## config.mk

```make
export PLATFORM = sky130hd
export DESIGN_NAME = websocket_frame_deframer_core
export DESIGN_NICKNAME = d
export VERILOG_FILES = /design/src/sv/wsdf_pkg.sv /design/src/sv/wsdf_front.sv /design/src/sv/wsdf_queue.sv /design/src/sv/websocket_frame_deframer_core.sv
export SDC_FILE = /design/constraint.sdc
export NUM_CORES = 1
export LEC_CHECK = 0
export BUFFER_PORTS_ARGS = -buffer_cell sky130_fd_sc_hd__buf_2
export CORE_AREA = 2 2 217 219
export DETAILED_ROUTE_END_ITERATION = 8
export DIE_AREA = 0 0 219 221
export HOLD_SLACK_MARGIN = 0.06
export PLACE_DENSITY_LB_ADDON = 0.15
export SYNTH_ARGS = -nofsm -noshare
export SYNTH_HDL_FRONTEND = slang
export SYNTH_SLANG_ARGS = --single-unit
```

## constraint.sdc

```tcl
create_clock -name clk -period 14.5 [get_ports clk]
set_input_delay 0.725 -clock clk [delete_from_list [all_inputs] [get_ports clk]]
set_output_delay 0.725 -clock clk [all_outputs]
set_load 0.02 [all_outputs]
```

## src/sv/wsdf_pkg.sv

```systemverilog
// Package for the WebSocket frame deframer: result codes, opcodes and the
// front-to-back queue entry type. Depends on nothing.
package wsdf_pkg;

	localparam logic [2:0] CODE_DATA       = 3'd0;
	localparam logic [2:0] CODE_PING       = 3'd1;
	localparam logic [2:0] CODE_EMPTY_DATA = 3'd2;
	localparam logic [2:0] CODE_EMPTY_PING = 3'd3;
	localparam logic [2:0] CODE_CLOSE      = 3'd4;
	localparam logic [2:0] CODE_PROTO      = 3'd5;
	localparam logic [2:0] CODE_TOO_LARGE  = 3'd6;

	localparam logic [3:0] OP_CONT  = 4'd0;
	localparam logic [3:0] OP_TEXT  = 4'd1;
	localparam logic [3:0] OP_BIN   = 4'd2;
	localparam logic [3:0] OP_CLOSE = 4'd8;
	localparam logic [3:0] OP_PING  = 4'd9;

	localparam logic [31:0] MAX_LEN_RESET = 32'd65000;
	localparam logic [6:0]  CTRL_MAX_LEN  = 7'd125;

	// One classified result on its way to the output stage.
	typedef struct packed {
		logic [2:0] code;
		logic [7:0] data;
		logic       is_text;
		logic       frame_end;
		logic       message_end;
	} wsdf_res_t;

endpackage

```

## src/sv/wsdf_front.sv

```systemverilog
// Front part of the deframer: header parsing, length checks and unmasking.
// Depends on wsdf_pkg. Produces at most one result request per byte.
module wsdf_front (
	input  logic                 clk,
	input  logic                 arst_n,
	input  logic                 byte_valid,
	input  logic [7:0]           byte_data,
	input  logic [31:0]          max_len,
	output logic                 res_valid,
	output wsdf_pkg::wsdf_res_t  res
);

	typedef enum logic [2:0] {
		PH_HDR0, PH_HDR1, PH_EXTLEN, PH_MASK, PH_PAYLOAD
	} phase_t;

	phase_t      phase_q;
	logic [3:0]  opcode_q;
	logic        final_q;
	logic [3:0]  lenleft_q;
	logic [63:0] remain_q;
	logic [31:0] key_q;
	logic [1:0]  keypos_q;
	logic [1:0]  frag_q;
	logic [31:0] msglen_q;
	logic        closed_q;

	// Next-state values
	phase_t      phase_d;
	logic [3:0]  opcode_d;
	logic        final_d;
	logic [3:0]  lenleft_d;
	logic [63:0] remain_d;
	logic [31:0] key_d;
	logic [1:0]  keypos_d;
	logic [1:0]  frag_d;
	logic [31:0] msglen_d;
	logic        closed_d;
	logic        emit;
	wsdf_pkg::wsdf_res_t r;

	logic [3:0]  op_in;
	logic        fin_in;
	logic [63:0] len_cand;
	logic        len_complete;
	logic        op_is_data;
	logic [64:0] total;
	logic [7:0]  keyb;
	logic        last;

	always_comb begin
		op_in  = byte_data[3:0];
		fin_in = byte_data[7];
		phase_d = phase_q; opcode_d = opcode_q; final_d = final_q;
		lenleft_d = lenleft_q; remain_d = remain_q; key_d = key_q;
		keypos_d = keypos_q; frag_d = frag_q; msglen_d = msglen_q;
		closed_d = closed_q;
		emit = 1'b0;
		r = '0;
		len_cand = 64'd0;
		len_complete = 1'b0;
		op_is_data = (opcode_q <= wsdf_pkg::OP_BIN);
		keyb = 8'd0;
		last = 1'b0;
		total = 65'd0;
		if (byte_valid && !closed_q) begin
			case (phase_q)
				PH_HDR0: begin
					if ((byte_data[6:4] != 3'd0)
						|| (op_in >= 4'd3 && op_in <= 4'd7) || op_in >= 4'd11
						|| (op_in >= 4'd8 && !fin_in)
						|| (op_in == wsdf_pkg::OP_CONT && frag_q == 2'd0)
						|| ((op_in == wsdf_pkg::OP_TEXT || op_in == wsdf_pkg::OP_BIN)
							&& frag_q != 2'd0)) begin
						emit = 1'b1; r.code = wsdf_pkg::CODE_PROTO;
					end else begin
						opcode_d = op_in; final_d = fin_in; phase_d = PH_HDR1;
					end
				end
				PH_HDR1: begin
					remain_d = 64'd0;
					if (!byte_data[7]) begin
						emit = 1'b1; r.code = wsdf_pkg::CODE_PROTO;
					end else if (byte_data[6:0] == 7'd126) begin
						lenleft_d = 4'd2; phase_d = PH_EXTLEN;
					end else if (byte_data[6:0] == 7'd127) begin
						lenleft_d = 4'd8; phase_d = PH_EXTLEN;
					end else begin
						len_cand = {57'd0, byte_data[6:0]};
						len_complete = 1'b1;
					end
				end
				PH_EXTLEN: begin
					if (lenleft_q == 4'd8 && byte_data[7]) begin
						emit = 1'b1; r.code = wsdf_pkg::CODE_PROTO;
					end else begin
						remain_d = {remain_q[55:0], byte_data};
						lenleft_d = lenleft_q - 4'd1;
						if (lenleft_q == 4'd1) begin
							len_cand = remain_d;
							len_complete = 1'b1;
						end
					end
				end
				PH_MASK: begin
					key_d = {key_q[23:0], byte_data};
					lenleft_d = lenleft_q - 4'd1;
					if (lenleft_q == 4'd1) begin
						keypos_d = 2'd0;
						phase_d = PH_HDR0;
						if (remain_q != 64'd0) phase_d = PH_PAYLOAD;
						else if (op_is_data) begin
							emit = 1'b1; r.code = wsdf_pkg::CODE_EMPTY_DATA;
							r.is_text = (opcode_q == wsdf_pkg::OP_TEXT);
							r.frame_end = 1'b1; r.message_end = final_q;
						end else if (opcode_q == wsdf_pkg::OP_PING) begin
							emit = 1'b1; r.code = wsdf_pkg::CODE_EMPTY_PING;
							r.frame_end = 1'b1; r.message_end = 1'b1;
						end else if (opcode_q == wsdf_pkg::OP_CLOSE) begin
							emit = 1'b1; r.code = wsdf_pkg::CODE_CLOSE;
							r.frame_end = 1'b1; r.message_end = 1'b1;
							closed_d = 1'b1;
						end
					end
				end
				PH_PAYLOAD: begin
					case (keypos_q)
						2'd0: keyb = key_q[31:24];
						2'd1: keyb = key_q[23:16];
						2'd2: keyb = key_q[15:8];
						default: keyb = key_q[7:0];
					endcase
					keypos_d = keypos_q + 2'd1;
					remain_d = remain_q - 64'd1;
					last = (remain_q == 64'd1);
					if (last) phase_d = PH_HDR0;
					if (op_is_data) begin
						emit = 1'b1; r.code = wsdf_pkg::CODE_DATA;
						r.data = byte_data ^ keyb;
						r.is_text = (opcode_q == wsdf_pkg::OP_TEXT);
						r.frame_end = last; r.message_end = last && final_q;
					end else if (opcode_q == wsdf_pkg::OP_PING) begin
						emit = 1'b1; r.code = wsdf_pkg::CODE_PING;
						r.data = byte_data ^ keyb;
						r.frame_end = last; r.message_end = last;
					end else if (opcode_q == wsdf_pkg::OP_CLOSE && last) begin
						emit = 1'b1; r.code = wsdf_pkg::CODE_CLOSE;
						r.frame_end = 1'b1; r.message_end = 1'b1;
						closed_d = 1'b1;
					end
				end
				default: phase_d = PH_HDR0;
			endcase
			// Length complete: size checks and message bookkeeping.
			if (len_complete) begin
				if (op_is_data) begin
					total = {1'b0, len_cand}
						+ ((opcode_q == wsdf_pkg::OP_CONT) ? {33'd0, msglen_q} : 65'd0);
					if (total > {33'd0, max_len}) begin
						emit = 1'b1; r.code = wsdf_pkg::CODE_TOO_LARGE;
					end else begin
						if (opcode_q == wsdf_pkg::OP_CONT) opcode_d = {2'b00, frag_q};
						if (final_q) begin
							frag_d = 2'd0; msglen_d = 32'd0;
						end else begin
							frag_d = (opcode_q == wsdf_pkg::OP_CONT) ? frag_q : opcode_q[1:0];
							msglen_d = total[31:0];
						end
					end
				end else if (len_cand > {32'd0, max_len}) begin
					emit = 1'b1; r.code = wsdf_pkg::CODE_TOO_LARGE;
				end else if (len_cand > {57'd0, wsdf_pkg::CTRL_MAX_LEN}) begin
					emit = 1'b1; r.code = wsdf_pkg::CODE_PROTO;
				end
				if (!emit) begin
					remain_d = len_cand; phase_d = PH_MASK;
					lenleft_d = 4'd4; key_d = 32'd0;
				end
			end
			if (emit && (r.code == wsdf_pkg::CODE_PROTO
				|| r.code == wsdf_pkg::CODE_TOO_LARGE))
				closed_d = 1'b1;
		end
	end

	always_ff @(posedge clk or negedge arst_n) begin
		if (!arst_n) begin
			phase_q <= PH_HDR0; opcode_q <= '0; final_q <= 1'b0;
			lenleft_q <= '0; remain_q <= '0; key_q <= '0; keypos_q <= '0;
			frag_q <= '0; msglen_q <= '0; closed_q <= 1'b0;
			res_valid <= 1'b0; res <= '0;
		end else begin
			phase_q <= phase_d; opcode_q <= opcode_d; final_q <= final_d;
			lenleft_q <= lenleft_d; remain_q <= remain_d; key_q <= key_d;
			keypos_q <= keypos_d; frag_q <= frag_d; msglen_q <= msglen_d;
			closed_q <= closed_d;
			res_valid <= emit;
			res <= r;
		end
	end

`ifndef SYNTHESIS
	a_closed_stays: assert property (@(posedge clk) disable iff (!arst_n)
		closed_q |=> closed_q) else $error("closed flag dropped");
	a_no_result_closed: assert property (@(posedge clk) disable iff (!arst_n)
		$past(closed_q) |-> !res_valid) else $error("result after close");
	a_error_closes: assert property (@(posedge clk) disable iff (!arst_n)
		(res_valid && (res.code == wsdf_pkg::CODE_PROTO
			|| res.code == wsdf_pkg::CODE_TOO_LARGE)) |-> closed_q)
		else $error("error did not close");
`endif

endmodule

```

## src/sv/wsdf_queue.sv

```systemverilog
// Short result queue between front and back parts, read straight from its entries.
// Depends on wsdf_pkg. Depth fixed at four entries.
module wsdf_queue (
	input  logic                 clk,
	input  logic                 arst_n,
	input  logic                 wr_valid,
	input  wsdf_pkg::wsdf_res_t  wr_res,
	output logic [2:0]           count,
	output logic                 rd_valid,
	input  logic                 rd_ready,
	output wsdf_pkg::wsdf_res_t  rd_res
);

	wsdf_pkg::wsdf_res_t mem_q [4];
	logic [1:0] wp_q, rp_q;
	logic [2:0] cnt_q;
	logic       pop;

	assign pop      = rd_ready && cnt_q != 3'd0;
	assign rd_valid = cnt_q != 3'd0;
	assign rd_res   = mem_q[rp_q];
	assign count    = cnt_q;

	always_ff @(posedge clk) begin
		if (wr_valid) mem_q[wp_q] <= wr_res;
	end

	always_ff @(posedge clk or negedge arst_n) begin
		if (!arst_n) begin
			wp_q <= '0; rp_q <= '0; cnt_q <= '0;
		end else begin
			if (wr_valid) wp_q <= wp_q + 2'd1;
			if (pop) rp_q <= rp_q + 2'd1;
			cnt_q <= cnt_q + {2'd0, wr_valid} - {2'd0, pop};
		end
	end

`ifndef SYNTHESIS
	a_no_overflow: assert property (@(posedge clk) disable iff (!arst_n)
		cnt_q <= 3'd4) else $error("queue overflow");
	a_no_push_full: assert property (@(posedge clk) disable iff (!arst_n)
		(cnt_q == 3'd4) |-> !wr_valid) else $error("push into full queue");
	a_count_step: assert property (@(posedge clk) disable iff (!arst_n)
		(wr_valid && !pop) |=> cnt_q == $past(cnt_q) + 3'd1)
		else $error("count step wrong");
`endif

endmodule

```

## src/sv/websocket_frame_deframer_core.sv

```systemverilog
// Top level of the WebSocket client-to-server frame deframer.
// Depends on wsdf_pkg, wsdf_front and wsdf_queue.
//
//  Channel   Direction  Payload
//  s_axis    in         tdata[7:0] in_byte
//  m_axis    out        tdata[7:0] out_byte, tdata[8] message_end;
//                       tuser[2:0] code, tuser[3] is_text; tlast frame_end
//  cfg       in         cfg_data[31:0] max_message_length
//
// One byte is taken per cycle while s_axis_tready is high; the front part
// registers its result, which is then written into a four-entry queue and
// offered on m_axis from there.
// s_axis_tready is low while the queue count plus the pending front result
// exceeds two, so every accepted byte is sure of a free queue entry.
// Reset is asynchronous and active low; the limit register resets to 65000.
// After a close or an error every byte is accepted and discarded.
module websocket_frame_deframer_core (
	input  logic        clk,
	input  logic        arst_n,
	input  logic        s_axis_tvalid,
	output logic        s_axis_tready,
	input  logic [7:0]  s_axis_tdata,   // in_byte
	output logic        m_axis_tvalid,
	input  logic        m_axis_tready,
	output logic [15:0] m_axis_tdata,   // out_byte[7:0], message_end, zero fill
	output logic [3:0]  m_axis_tuser,   // out_code[2:0], is_text
	output logic        m_axis_tlast,   // frame_end
	input  logic        cfg_valid,
	output logic        cfg_ready,
	input  logic [31:0] cfg_data
);

	logic [31:0] max_len_q;
	logic        res_valid;
	logic [2:0]  count;
	wsdf_pkg::wsdf_res_t res, out_res;

	// Limit register; users send writes only while the block is idle; unchecked.
	assign cfg_ready = 1'b1;
	always_ff @(posedge clk or negedge arst_n) begin
		if (!arst_n) max_len_q <= wsdf_pkg::MAX_LEN_RESET;
		else if (cfg_valid) max_len_q <= cfg_data;
	end

	// Room for the result in flight in the front register plus this byte.
	assign s_axis_tready = ({2'd0, res_valid} + count) <= 3'd2;

	wsdf_front u_front (
		.clk(clk), .arst_n(arst_n),
		.byte_valid(s_axis_tvalid && s_axis_tready),
		.byte_data(s_axis_tdata), .max_len(max_len_q),
		.res_valid(res_valid), .res(res)
	);

	wsdf_queue u_queue (
		.clk(clk), .arst_n(arst_n),
		.wr_valid(res_valid), .wr_res(res), .count(count),
		.rd_valid(m_axis_tvalid), .rd_ready(m_axis_tready), .rd_res(out_res)
	);

	assign m_axis_tdata = {7'd0, out_res.message_end, out_res.data};
	assign m_axis_tuser = {out_res.is_text, out_res.code};
	assign m_axis_tlast = out_res.frame_end;

`ifndef SYNTHESIS
	a_out_code_range: assert property (@(posedge clk) disable iff (!arst_n)
		m_axis_tvalid |-> m_axis_tuser[2:0] != 3'd7) else $error("bad code");
	a_err_flags: assert property (@(posedge clk) disable iff (!arst_n)
		(m_axis_tvalid && (m_axis_tuser[2:0] == wsdf_pkg::CODE_PROTO
			|| m_axis_tuser[2:0] == wsdf_pkg::CODE_TOO_LARGE))
		|-> {m_axis_tdata[8], m_axis_tlast, m_axis_tuser[3]} == 3'd0)
		else $error("error with marks");
	a_msg_implies_frame: assert property (@(posedge clk) disable iff (!arst_n)
		(m_axis_tvalid && m_axis_tdata[8]) |-> m_axis_tlast)
		else $error("message end without frame end");
`endif

endmodule

```

* Word-level counts from Yosys, hierarchy flattened
Memories as Yosys holds them, arrays and structs flattened.
Cells that the tools add are included.
** Cells by class
- Add/sub/neg operators :: 8
- Order comparisons :: 9
- Eq/ne operators :: 28
- Mux-type cells :: 117
- Bitwise gates (word level) :: 3
- Reductions and logical operators :: 36
** Operators by type and width (count)
- $mux W64 :: 8
- $pmux W64 S3 :: 1
- $mux W32 :: 5
- $pmux W64 S2 :: 1
- $mux W3 :: 27
- $add A64 B65 Y65 :: 1
- $gt A65 B32 Y1 :: 1
- $eq A64 B1 Y1 const B :: 1
- $gt A64 B32 Y1 :: 1
- $gt A64 B7 Y1 const B :: 1
- $reduce_bool A64 Y1 :: 1
- $sub A64 B1 Y64 const B :: 1
- $mux W4 :: 12
- $mux W1 :: 38
- $mux W8 :: 4
- $pmux W3 S5 :: 2
- $pmux W8 S3 :: 1
- $mux W2 :: 9
- $ne A3 B3 Y1 const B :: 5
- $eq A7 B7 Y1 const B :: 2
- $mux W14 :: 1
- $eq A4 B1 Y1 const B :: 3
- $eq A4 B4 Y1 const B :: 3
- $pmux W4 S3 :: 1
- 37 further kinds :: 71
** Word-level totals
- Register bits after elaboration :: 199
- Bits in writable memories :: 56
- Output and inout port bits :: 24
- Memories :: 1
** Memory list
- u_queue.mem_q :: depth 4, width 14, rd ports 1, clocked after Yosys merged registers in 0, write ports 1, RTL line wsdf_queue.sv:14 : wsdf_pkg::wsdf_res_t mem_q [4];

* Logic depth before layout (Yosys ltp)
Gate-level depths: netlist of the first run.
- Word-level depth :: 19
- Gate-level depth with buffers :: 36
- Mapped depth without buffers :: 31

* Modules after synthesis
Synthesis of the first run repeated with hierarchy kept, for this count alone.
** Unflattened totals
- Cell total of the unflattened synthesis :: 2124
- Area, all modules :: 18535.3 um^2
** By module, submodules not included
- wsdf_front :: instances 1, cells an instance 1933, area each 14609.0 um^2, sequential area each 4003.8 um^2
- wsdf_queue :: instances 1, cells an instance 107, area each 2449.8 um^2, sequential area each 1856.8 um^2
- websocket_frame_deframer_core :: instances 1, cells an instance 84, area each 1476.4 um^2, sequential area each 814.5 um^2

* Worst setup path after synthesis of the first run
No wires, ideal clock.
- Path kind :: register -> register
- Start :: register u_front.lenleft_q[1]
- End :: register u_front.key_q[10]
- Library setup time :: 0.121 ns
- Arrival :: 6.860 ns
- Required time :: 14.379 ns
- Path slack :: 7.519 ns
- Stages on the path, launching flop included :: 36
- Buffers on the path :: 4
- Period minus slack after synthesis :: 6.981 ns
- Path through :: dfrtp_1 > inv_1 > ha_1 > nor3b_4 > nand2_4 > clkbuf_1 > clkbuf_1 > nand2_1 > clkbuf_1 > nand2_1 > inv_1 > ha_1 > inv_1 > fa_1 > nor2b_1 > o21a_1 > nand3_1 > o211a_2 > o31ai_1 > nand3_1 > nand2_1 > xor2_1 > ha_1 > nand4_1 > or4_1 > nor3_1 > o21ai_0 > o211ai_1 > o2111ai_1 > or4_1 > nor4_1 > and4_4 > a31o_4 > o21ai_4 > buf_6 > a22o_1
** Between the ends
- Longest elaborated chain between the ends :: 13
** RTL lines
- from (decl) :: RTL line wsdf_front.sv:20 : logic [3:0] lenleft_q;
- from (signal assigned) :: RTL line wsdf_front.sv:194 : lenleft_q <= lenleft_d; remain_q <= remain_d; key_q <= key_d;
- $eq A4 B1 Y1 or $eq A4 B4 Y1 (tied branches) :: RTL line wsdf_front.sv:99, wsdf_front.sv:108, wsdf_front.sv:94
- $mux W64 or $logic_and A1 B1 Y1 (tied branches) :: RTL line wsdf_front.sv:99, wsdf_front.sv:94
- $mux W64 :: RTL line wsdf_front.sv:94 : if (lenleft_q == 4'd8 && byte_data[7]) begin
- $pmux W64 S2 :: RTL line wsdf_front.sv:67 : case (phase_q)
- $mux W64 :: RTL line wsdf_front.sv:66 : if (byte_valid && !closed_q) begin
- $add A64 B65 Y65 or $gt A64 B7 Y1 (tied branches) :: RTL line wsdf_front.sv:158, wsdf_front.sv:172
- $gt A65 B32 Y1 or $mux W1 (tied branches) :: RTL line wsdf_front.sv:159, wsdf_front.sv:172
- $mux W1 (on tied branches) :: RTL line wsdf_front.sv:159, wsdf_front.sv:170
- $mux W1 :: RTL line wsdf_front.sv:156 : if (op_is_data) begin
- $mux W1 :: RTL line wsdf_front.sv:155 : if (len_complete) begin
- $mux W1 :: RTL line wsdf_front.sv:66
- $mux W32 :: RTL line wsdf_front.sv:175 : if (!emit) begin
- $mux W32 * :: RTL line wsdf_front.sv:155
- to (signal assigned) :: RTL line wsdf_front.sv:194
- to (decl) :: RTL line wsdf_front.sv:22 : logic [31:0] key_q;
Mark *: on every way between the ends. The rest lies on a longest branch, timed or not. The select of a mux whose other input is x is not followed.
A chain may end at the register's enable or synchronous reset.

* Worst setup path after layout of the first run
- Start :: register u_front.phase_q[1]
- End :: register u_front.remain_q[3]
** Between the ends
- Longest elaborated chain between the ends :: 11
** RTL lines
- from (decl) :: RTL line wsdf_front.sv:17 : phase_t phase_q;
- from (signal assigned) :: RTL line wsdf_front.sv:193 : phase_q <= phase_d; opcode_q <= opcode_d; final_q <= final_d;
- $eq A3 B2 Y1 or $eq A3 B1 Y1 (tied branches) :: RTL line wsdf_front.sv:67
- $pmux W64 S2 :: RTL line wsdf_front.sv:67
- $mux W64 :: RTL line wsdf_front.sv:66
- $add A64 B65 Y65 or $gt A64 B7 Y1 (tied branches) :: RTL line wsdf_front.sv:158, wsdf_front.sv:172
- $gt A65 B32 Y1 or $mux W1 (tied branches) :: RTL line wsdf_front.sv:159, wsdf_front.sv:172
- $mux W1 (on tied branches) :: RTL line wsdf_front.sv:159, wsdf_front.sv:170
- $mux W1 :: RTL line wsdf_front.sv:156
- $mux W1 :: RTL line wsdf_front.sv:155
- $mux W1 :: RTL line wsdf_front.sv:66
- $mux W64 :: RTL line wsdf_front.sv:175
- $mux W64 * :: RTL line wsdf_front.sv:155
- to (signal assigned) :: RTL line wsdf_front.sv:194
- to (decl) :: RTL line wsdf_front.sv:21 : logic [63:0] remain_q;
Marked as above.

==> results.yml, run 1 <==
route:
  vias: 16600
  wirelength_mm: 60.7
  drtAntennaViolNets: 0
  routedWlPerCell_um: 22.4
  drc: 0
  drtIter0Drc: 1893
  vias_per_cell: 6.11
  dr.pass1.iters: 5
power:
  leakagePower_uw: 0.00817
  peakVddDrop_mv: 0.104
  powerDensity_nw_per_um2: 132
synthesis:
  synth_seq_cells: 255
  synth-compound-area-share_pct: 23.1
  syn_avg_cell_area_um2: 8.60
  synth_cell_types: 110
  yosysWarnings: 0
  synth-edff-count: 56
  ys_async_sr_fraction_pct: 78.0
  yosys.area_share.adder_pct: 7.80
  ys.flop_type: "dfrtp_1"
  netlist_instances: 2121
  synthesis.area_um2: 18200
  muxShareOfSynthArea_pct: 2.60
  synth-simple-area-share_pct: 22.0
  synth-xor-area-share_pct: 2.46
  synth_top_family_by_area: "compound AO/OA/AOI/OAI gates"
  seq_area_frac_synth_pct: 36.6
floorplan:
  die_w_um: 219
  initial_core_util_pct: 39.6
  die_area_um2: 48400
  num_io_pins: 69
  coreArea_um2: 46100
  rows: 79
  fp.dieH_um: 221
grt:
  grt_first_pass_wirelength_mm: 94.9
  grt_use_total_pct: 24.8
  use_met3_pct: 4.16
  overflow: 0
  grt_max_degree: 71
  grt_busiest_layer: "met2"
  grt_pass1_vias: 16000
  use_met1_pct: 35.1
  antenna_found_initial: 1
  met2_usage_pct: 39.0
cts:
  clk_path_buf_depth: 3
  hold_buffers: 0
  cts-root-buf: "clkbuf_16"
  ctsResizeCount: 0
  cts_tree: "built"
  post-cts-setup-buffers: 0
  insertion_delay_ps: 610
  numClockSinks: 255
  clk_pin_slew_ps: 70
  h-tree-depth: 1
  cts-buffers-inserted: 30
cells_and_area:
  final_common_cell: "nand2_1"
  finalInstanceArea_um2: 19800
  drive_gt1_share_pct: 9.98
  fin_util_pct: 42.9
  final_cell_mix: "240 x nand2_1, 200 x o21ai_0, 188 x dfrtp_1"
  finalNetCount: 2239
  diodes: 0
  synthToLayoutAreaGrowth_pct: 8.45
timing:
  setup_tns_ps: 0
  hold_viol: 0
  setup_viol: 0
  skew_ps: 31.8
  final.period_utilization_pct: 62.0
  drv_slew: 0
  fmax_mhz: 111
  slew_headroom_pct: 20.8
  rsz0062_at_grt: "false"
  period_minus_slack_ps: 8990
  tightest_slew_ps: 1190
place:
  dp_hpwl_mm: 44.2
  placed_area_um2: 18800
  place_congestion: 0.986
  port_buffers: 60
setup_path:
  max_stage_delay_ps: 940
  path_max_fanout: 68
  setup.worst_path.class: "flip-flop to flip-flop"
  worstSetupEndpointType: "flip-flop"
  worst_ep_arrival_time_ps: 9510
  required_ps: 15020
  start_kind: "flip-flop"
  critPathSlowestCell: "a2111oi_2"
  crit_top_cell: "o211ai_1"
  path_delay_family: "simple AND/OR/NAND/NOR gates"
  crit_buf_inv: 1
status:
  status: "finished, final reports clean"
job:
  drv_cap: 0
hold_path:
  hold_class: "input port to asynchronous set/reset pin"
-- final timing paths --
kind | startpoint | endpoint | slack (ps) | cells past startpoint
max in group asynchronous | arst_n | u_front.key_q[14] | 12170 | 3
min in group clk | cfg_data[26] | max_len_q[26] | 330 | 3
worst max-delay path | u_front.phase_q[1] | u_front.remain_q[3] | 5510 | 25
worst min-delay path | arst_n | max_len_q[30] | 80 | 1
worst max register to register | u_front.phase_q[1] | u_front.remain_q[3] | 5510 | 25
worst min register to register | u_front.msglen_q[21] | u_front.msglen_q[21] | 480 | 2
-- registers in the layout, indices dropped and copies added, names as in the netlist --
name               count
u_queue.mem_q         56
max_len_q             32
u_front.remain_q      64
u_front.frag_q         2
u_front.res_valid      1
u_front.msglen_q      32
u_front.keypos_q       2
u_front.final_q        1
u_front.closed_q       1
u_front.opcode_q       4
u_front.lenleft_q      4
u_queue.rp_q           2
u_front.res           14
u_front.phase_q        3
u_front.key_q         32
u_queue.wp_q           2
u_queue.count          3
-- logic make-up after synthesis --
family          Yosys count
compound gates          651
xor+xnor                 49
fa+ha+maj               113
buf+inv                 232
flops                   255
mux                      29
other cells               2
simple gates            790
-- cell usage after synthesis (8+ instances only) --
| master | n | area, um^2 |
|---|---|---|
| nand2_1 | 242 | 908 |
| o21ai_0 | 201 | 1010 |
| dfrtp_1 | 188 | 4700 |
| nor2_1 | 151 | 567 |
| a21oi_1 | 135 | 676 |
| ha_1 | 112 | 1400 |
| clkbuf_1 | 107 | 402 |
| inv_1 | 76 | 285 |
| nor3_1 | 62 | 310 |
| edfxtp_1 | 56 | 1680 |
| nand3_1 | 48 | 240 |
| and2_1 | 45 | 282 |
| nand4_1 | 44 | 275 |
| and3_1 | 38 | 238 |
| nand2b_1 | 38 | 238 |
| a22o_1 | 36 | 315 |
| xnor2_1 | 34 | 298 |
| o21ai_1 | 32 | 160 |
| nor4_1 | 28 | 175 |
| a21o_1 | 25 | 188 |
| a31oi_1 | 23 | 144 |
| buf_2 | 23 | 115 |
| o21a_1 | 21 | 158 |
| a22oi_1 | 19 | 143 |
| o211ai_1 | 15 | 113 |
| o22ai_1 | 15 | 93.8 |
| or3_1 | 15 | 93.8 |
| mux4_2 | 14 | 315 |
| xor2_1 | 14 | 123 |
| a32oi_1 | 13 | 114 |
| nor2b_1 | 13 | 81.3 |
| o31ai_1 | 12 | 90.1 |
| dfstp_2 | 11 | 289 |
| o2111ai_1 | 11 | 96.3 |
| or4_1 | 11 | 82.6 |
| buf_4 | 10 | 75.1 |
| a222oi_1 | 9 | 90.1 |
| mux2i_1 | 8 | 80.1 |
| or2_2 | 8 | 50.1 |
-- per-layer routing --
| metal | part of all wire (%) | vias up |
|---|---|---|
| li1 | - | 7703 |
| met5 | 0 | - |
| met2 | 45 | 654 |
| met3 | 7.4 | 117 |
| met1 | 44 | 8099 |
| met4 | 2.9 | 0 |
-- worst reg2reg max path, delay by kind of cell, from the launching register on --
family	cells	cell delay, ps
compound gates	10	3180
flops	1	720
xor+xnor	1	260
buf+inv	1	350
simple gates	11	3850
fa+ha+maj	2	570
-- metrics by stage --
| stage | setup WS [ps] | hold slack, ps | instances | power (uW) |
|---|---|---|---|---|
| after global routing | 4920 | 122 | 2712 | 2750 |
| after detailed placement | 5740 | 467 | 2656 | 1840 |
| after floorplan | 7520 | 429 | 2127 | 1550 |
| final | 5510 | 82.8 | 2712 | 2600 |
| after CTS | 5700 | 106 | 2712 | 2610 |
| after global placement | 6010 | 456 | 2656 | 1830 |
-- power by group --
group	total (uW)	switching, uW	internal, uW
Sequential	988	177	812
Combinational	853	553	300
Clock	759	326	432
Total	2600	1060	1540
-- final cells by class --
cell class	instances	area, um^2
flip-flops and latches	255	6680
inverters	77	289
multi-input cells	1640	10600
repair buffers	77	437
clock inverters	20	189
clock buffers	36	803
well taps	607	759
fillers	4625	26300
No activity file was read; power rests on OpenSTA's default activity.
==> inputs of run 2 (changes only) <==
- clock period: 14.5 -> 8.33 ns (I/O delays scaled with it)
==> results.yml, run 2 (synthesis gave the netlist of run 1 again) <==
cells_and_area:
  largestRegisters: "u_front.remain_q: 64 flops, u_queue.mem_q: 56 flops"
  finalNetCount: 2283
  final_cell_mix: "241 x nand2_1, 200 x o21ai_0, 188 x dfrtp_1"
  fill_cells: 4590
  final_common_cell: "nand2_1"
  diodes: 0
  largest_reg_flops: 64
  largest-register: "u_front.remain_q"
  synthToLayoutAreaGrowth_pct: 11.6
  drive_gt1_share_pct: 10.5
setup_path:
  start_kind: "flip-flop"
  worstSetupEndpointType: "flip-flop"
  path_max_fanout: 68
  worst_ep_arrival_time_ps: 8360
  crit_top_cell: "buf_4"
  critPathLaunch: "u_front.phase_q[1]"
  setup.worst_path.class: "flip-flop to flip-flop"
  path_delay_family: "simple AND/OR/NAND/NOR gates"
  worstReg2RegStart: "u_front.phase_q[1]"
  max_stage_delay_ps: 610
  critPathSlowestCell: "or4_1"
  required_ps: 8790
  crit_buf_inv: 3
floorplan:
  initial_core_util_pct: 39.6
  rows: 79
  die_area_um2: 48400
  fp.dieH_um: 221
  die_w_um: 219
  num_io_pins: 69
  coreArea_um2: 46100
timing:
  period_minus_slack_ps: 7900
  setup_tns_ps: 0
  rsz0062_at_grt: "false"
  setup_viol: 0
  fmax_mhz: 127
  slew_headroom_pct: 26.7
  hold_viol: 0
  skew_ps: 39.3
  tightest_slew_ps: 1090
  drv_slew: 0
  final.period_utilization_pct: 94.8
  layout_setup_ws_ps: 431
cts:
  clk_path_buf_depth: 3
  numClockSinks: 255
  cts-buffers-inserted: 30
  cts-root-buf: "clkbuf_16"
  clk_pin_slew_ps: 60
  insertion_delay_ps: 620
  cts_tree: "built"
  h-tree-depth: 1
route:
  drtAntennaViolNets: 0
  dr.pass1.iters: 8
  wirelength_mm: 62.0
  vias_per_cell: 6.09
  wl_met3_mm: 4.20
  wl_met2_mm: 28.4
  drc: 0
  dr.max_layer_used: "met4"
  vias: 16800
  drtIter0Drc: 1992
  routedWlPerCell_um: 22.5
  met1_length_mm: 27.7
grt:
  antenna_found_initial: 0
  grt_first_pass_wirelength_mm: 97.5
  grt_max_degree: 98
  overflow: 0
  grt_pass1_vias: 16100
  grt_use_total_pct: 25.5
power:
  powerDensity_nw_per_um2: 233
  peakVddDrop_mv: 0.179
  leakagePower_uw: 0.00844
hold_path:
  hold_path_startpoint: "s_axis_tdata[2]"
  hold_class: "input port to flip-flop"
status:
  status: "finished, final reports clean"
place:
  port_buffers: 60
  dp_hpwl_mm: 45.5
  place_worst_setup_slack_ps: 516
  place_congestion: 0.965
job:
  drv_cap: 0
[run 2: cell count changes in the layout (fill, tap and decap cells not counted), sizes merged]
| cell | previous run | this run |
|---|---|---|
| clkinvlp | 5 | 3 |
| buf | 76 | 87 |
| clkinv | 14 | 5 |
| inv | 76 | 77 |
| clkbuf | 37 | 44 |
| bufinv | 2 | 5 |
| dlygate4sd3 | 0 | 33 |
[run 2: area by class of cell]
type                            instances  area, um^2  share of cell area [%]
Multi-Input combinational cell       1640       10600                    52.3
Sequential cell                       255        6680                    32.8
Clock buffer                           43         911                    4.48
Timing Repair Buffer                  121         850                    4.18
Tap cell                              607         759                    3.73
Inverter                               77         289                    1.42
Clock inverter                         13         224                    1.10
[run 2: power breakdown]
group	internal, uW	switching, uW	total [uW]
Clock	916	567	1480
Combinational	549	998	1550
Sequential	1410	298	1710
[run 2: timing repair]
item,in CTS,in global routing
buffers inserted,0,0
gates resized for setup,0,3
endpoints found under the hold margin,127,0
hold buffers,33,0
setup endpoints to repair,0,44
[run 2: metal layers]
| layer | global-route usage (%) | vias to the layer above |
|---|---|---|
| li1 | - | 7813 |
| met1 | 36.1 | 8192 |
| met2 | 40.6 | 664 |
| met3 | 3.77 | 104 |
| met4 | 6.50 | 0 |
| met5 | 0 | - |
[run 2: stage by stage]
step | hold slack [ps] | utilization, % | instances | cell area [um^2] | total power [uW]
detailed placement | 468 | 41.0 | 2667 | 18900 | 3240
CTS | 180 | 44.1 | 2756 | 20300 | 4750
finish | 197 | 44.2 | 2756 | 20300 | 4740
global placement | 458 | 41.0 | 2667 | 18900 | 3210
floorplan | 121 | - | 2127 | 18300 | 2690
global route | 180 | 44.2 | 2756 | 20300 | 5000
[run 2: path summary, 6_finish.rpt]
| check | to | slack, ps | cells after the start |
|---|---|---|---|
| max | u_front.msglen_q[0] | 430 | 25 |
| min | u_front.remain_q[2] | 200 | 2 |
| max reg2reg | u_front.msglen_q[0] | 430 | 25 |
| min reg2reg | u_front.msglen_q[14] | 480 | 2 |
| max in group asynchronous | u_front.key_q[14] | 6560 | 3 |
| min in group asynchronous | max_len_q[29] | 420 | 2 |
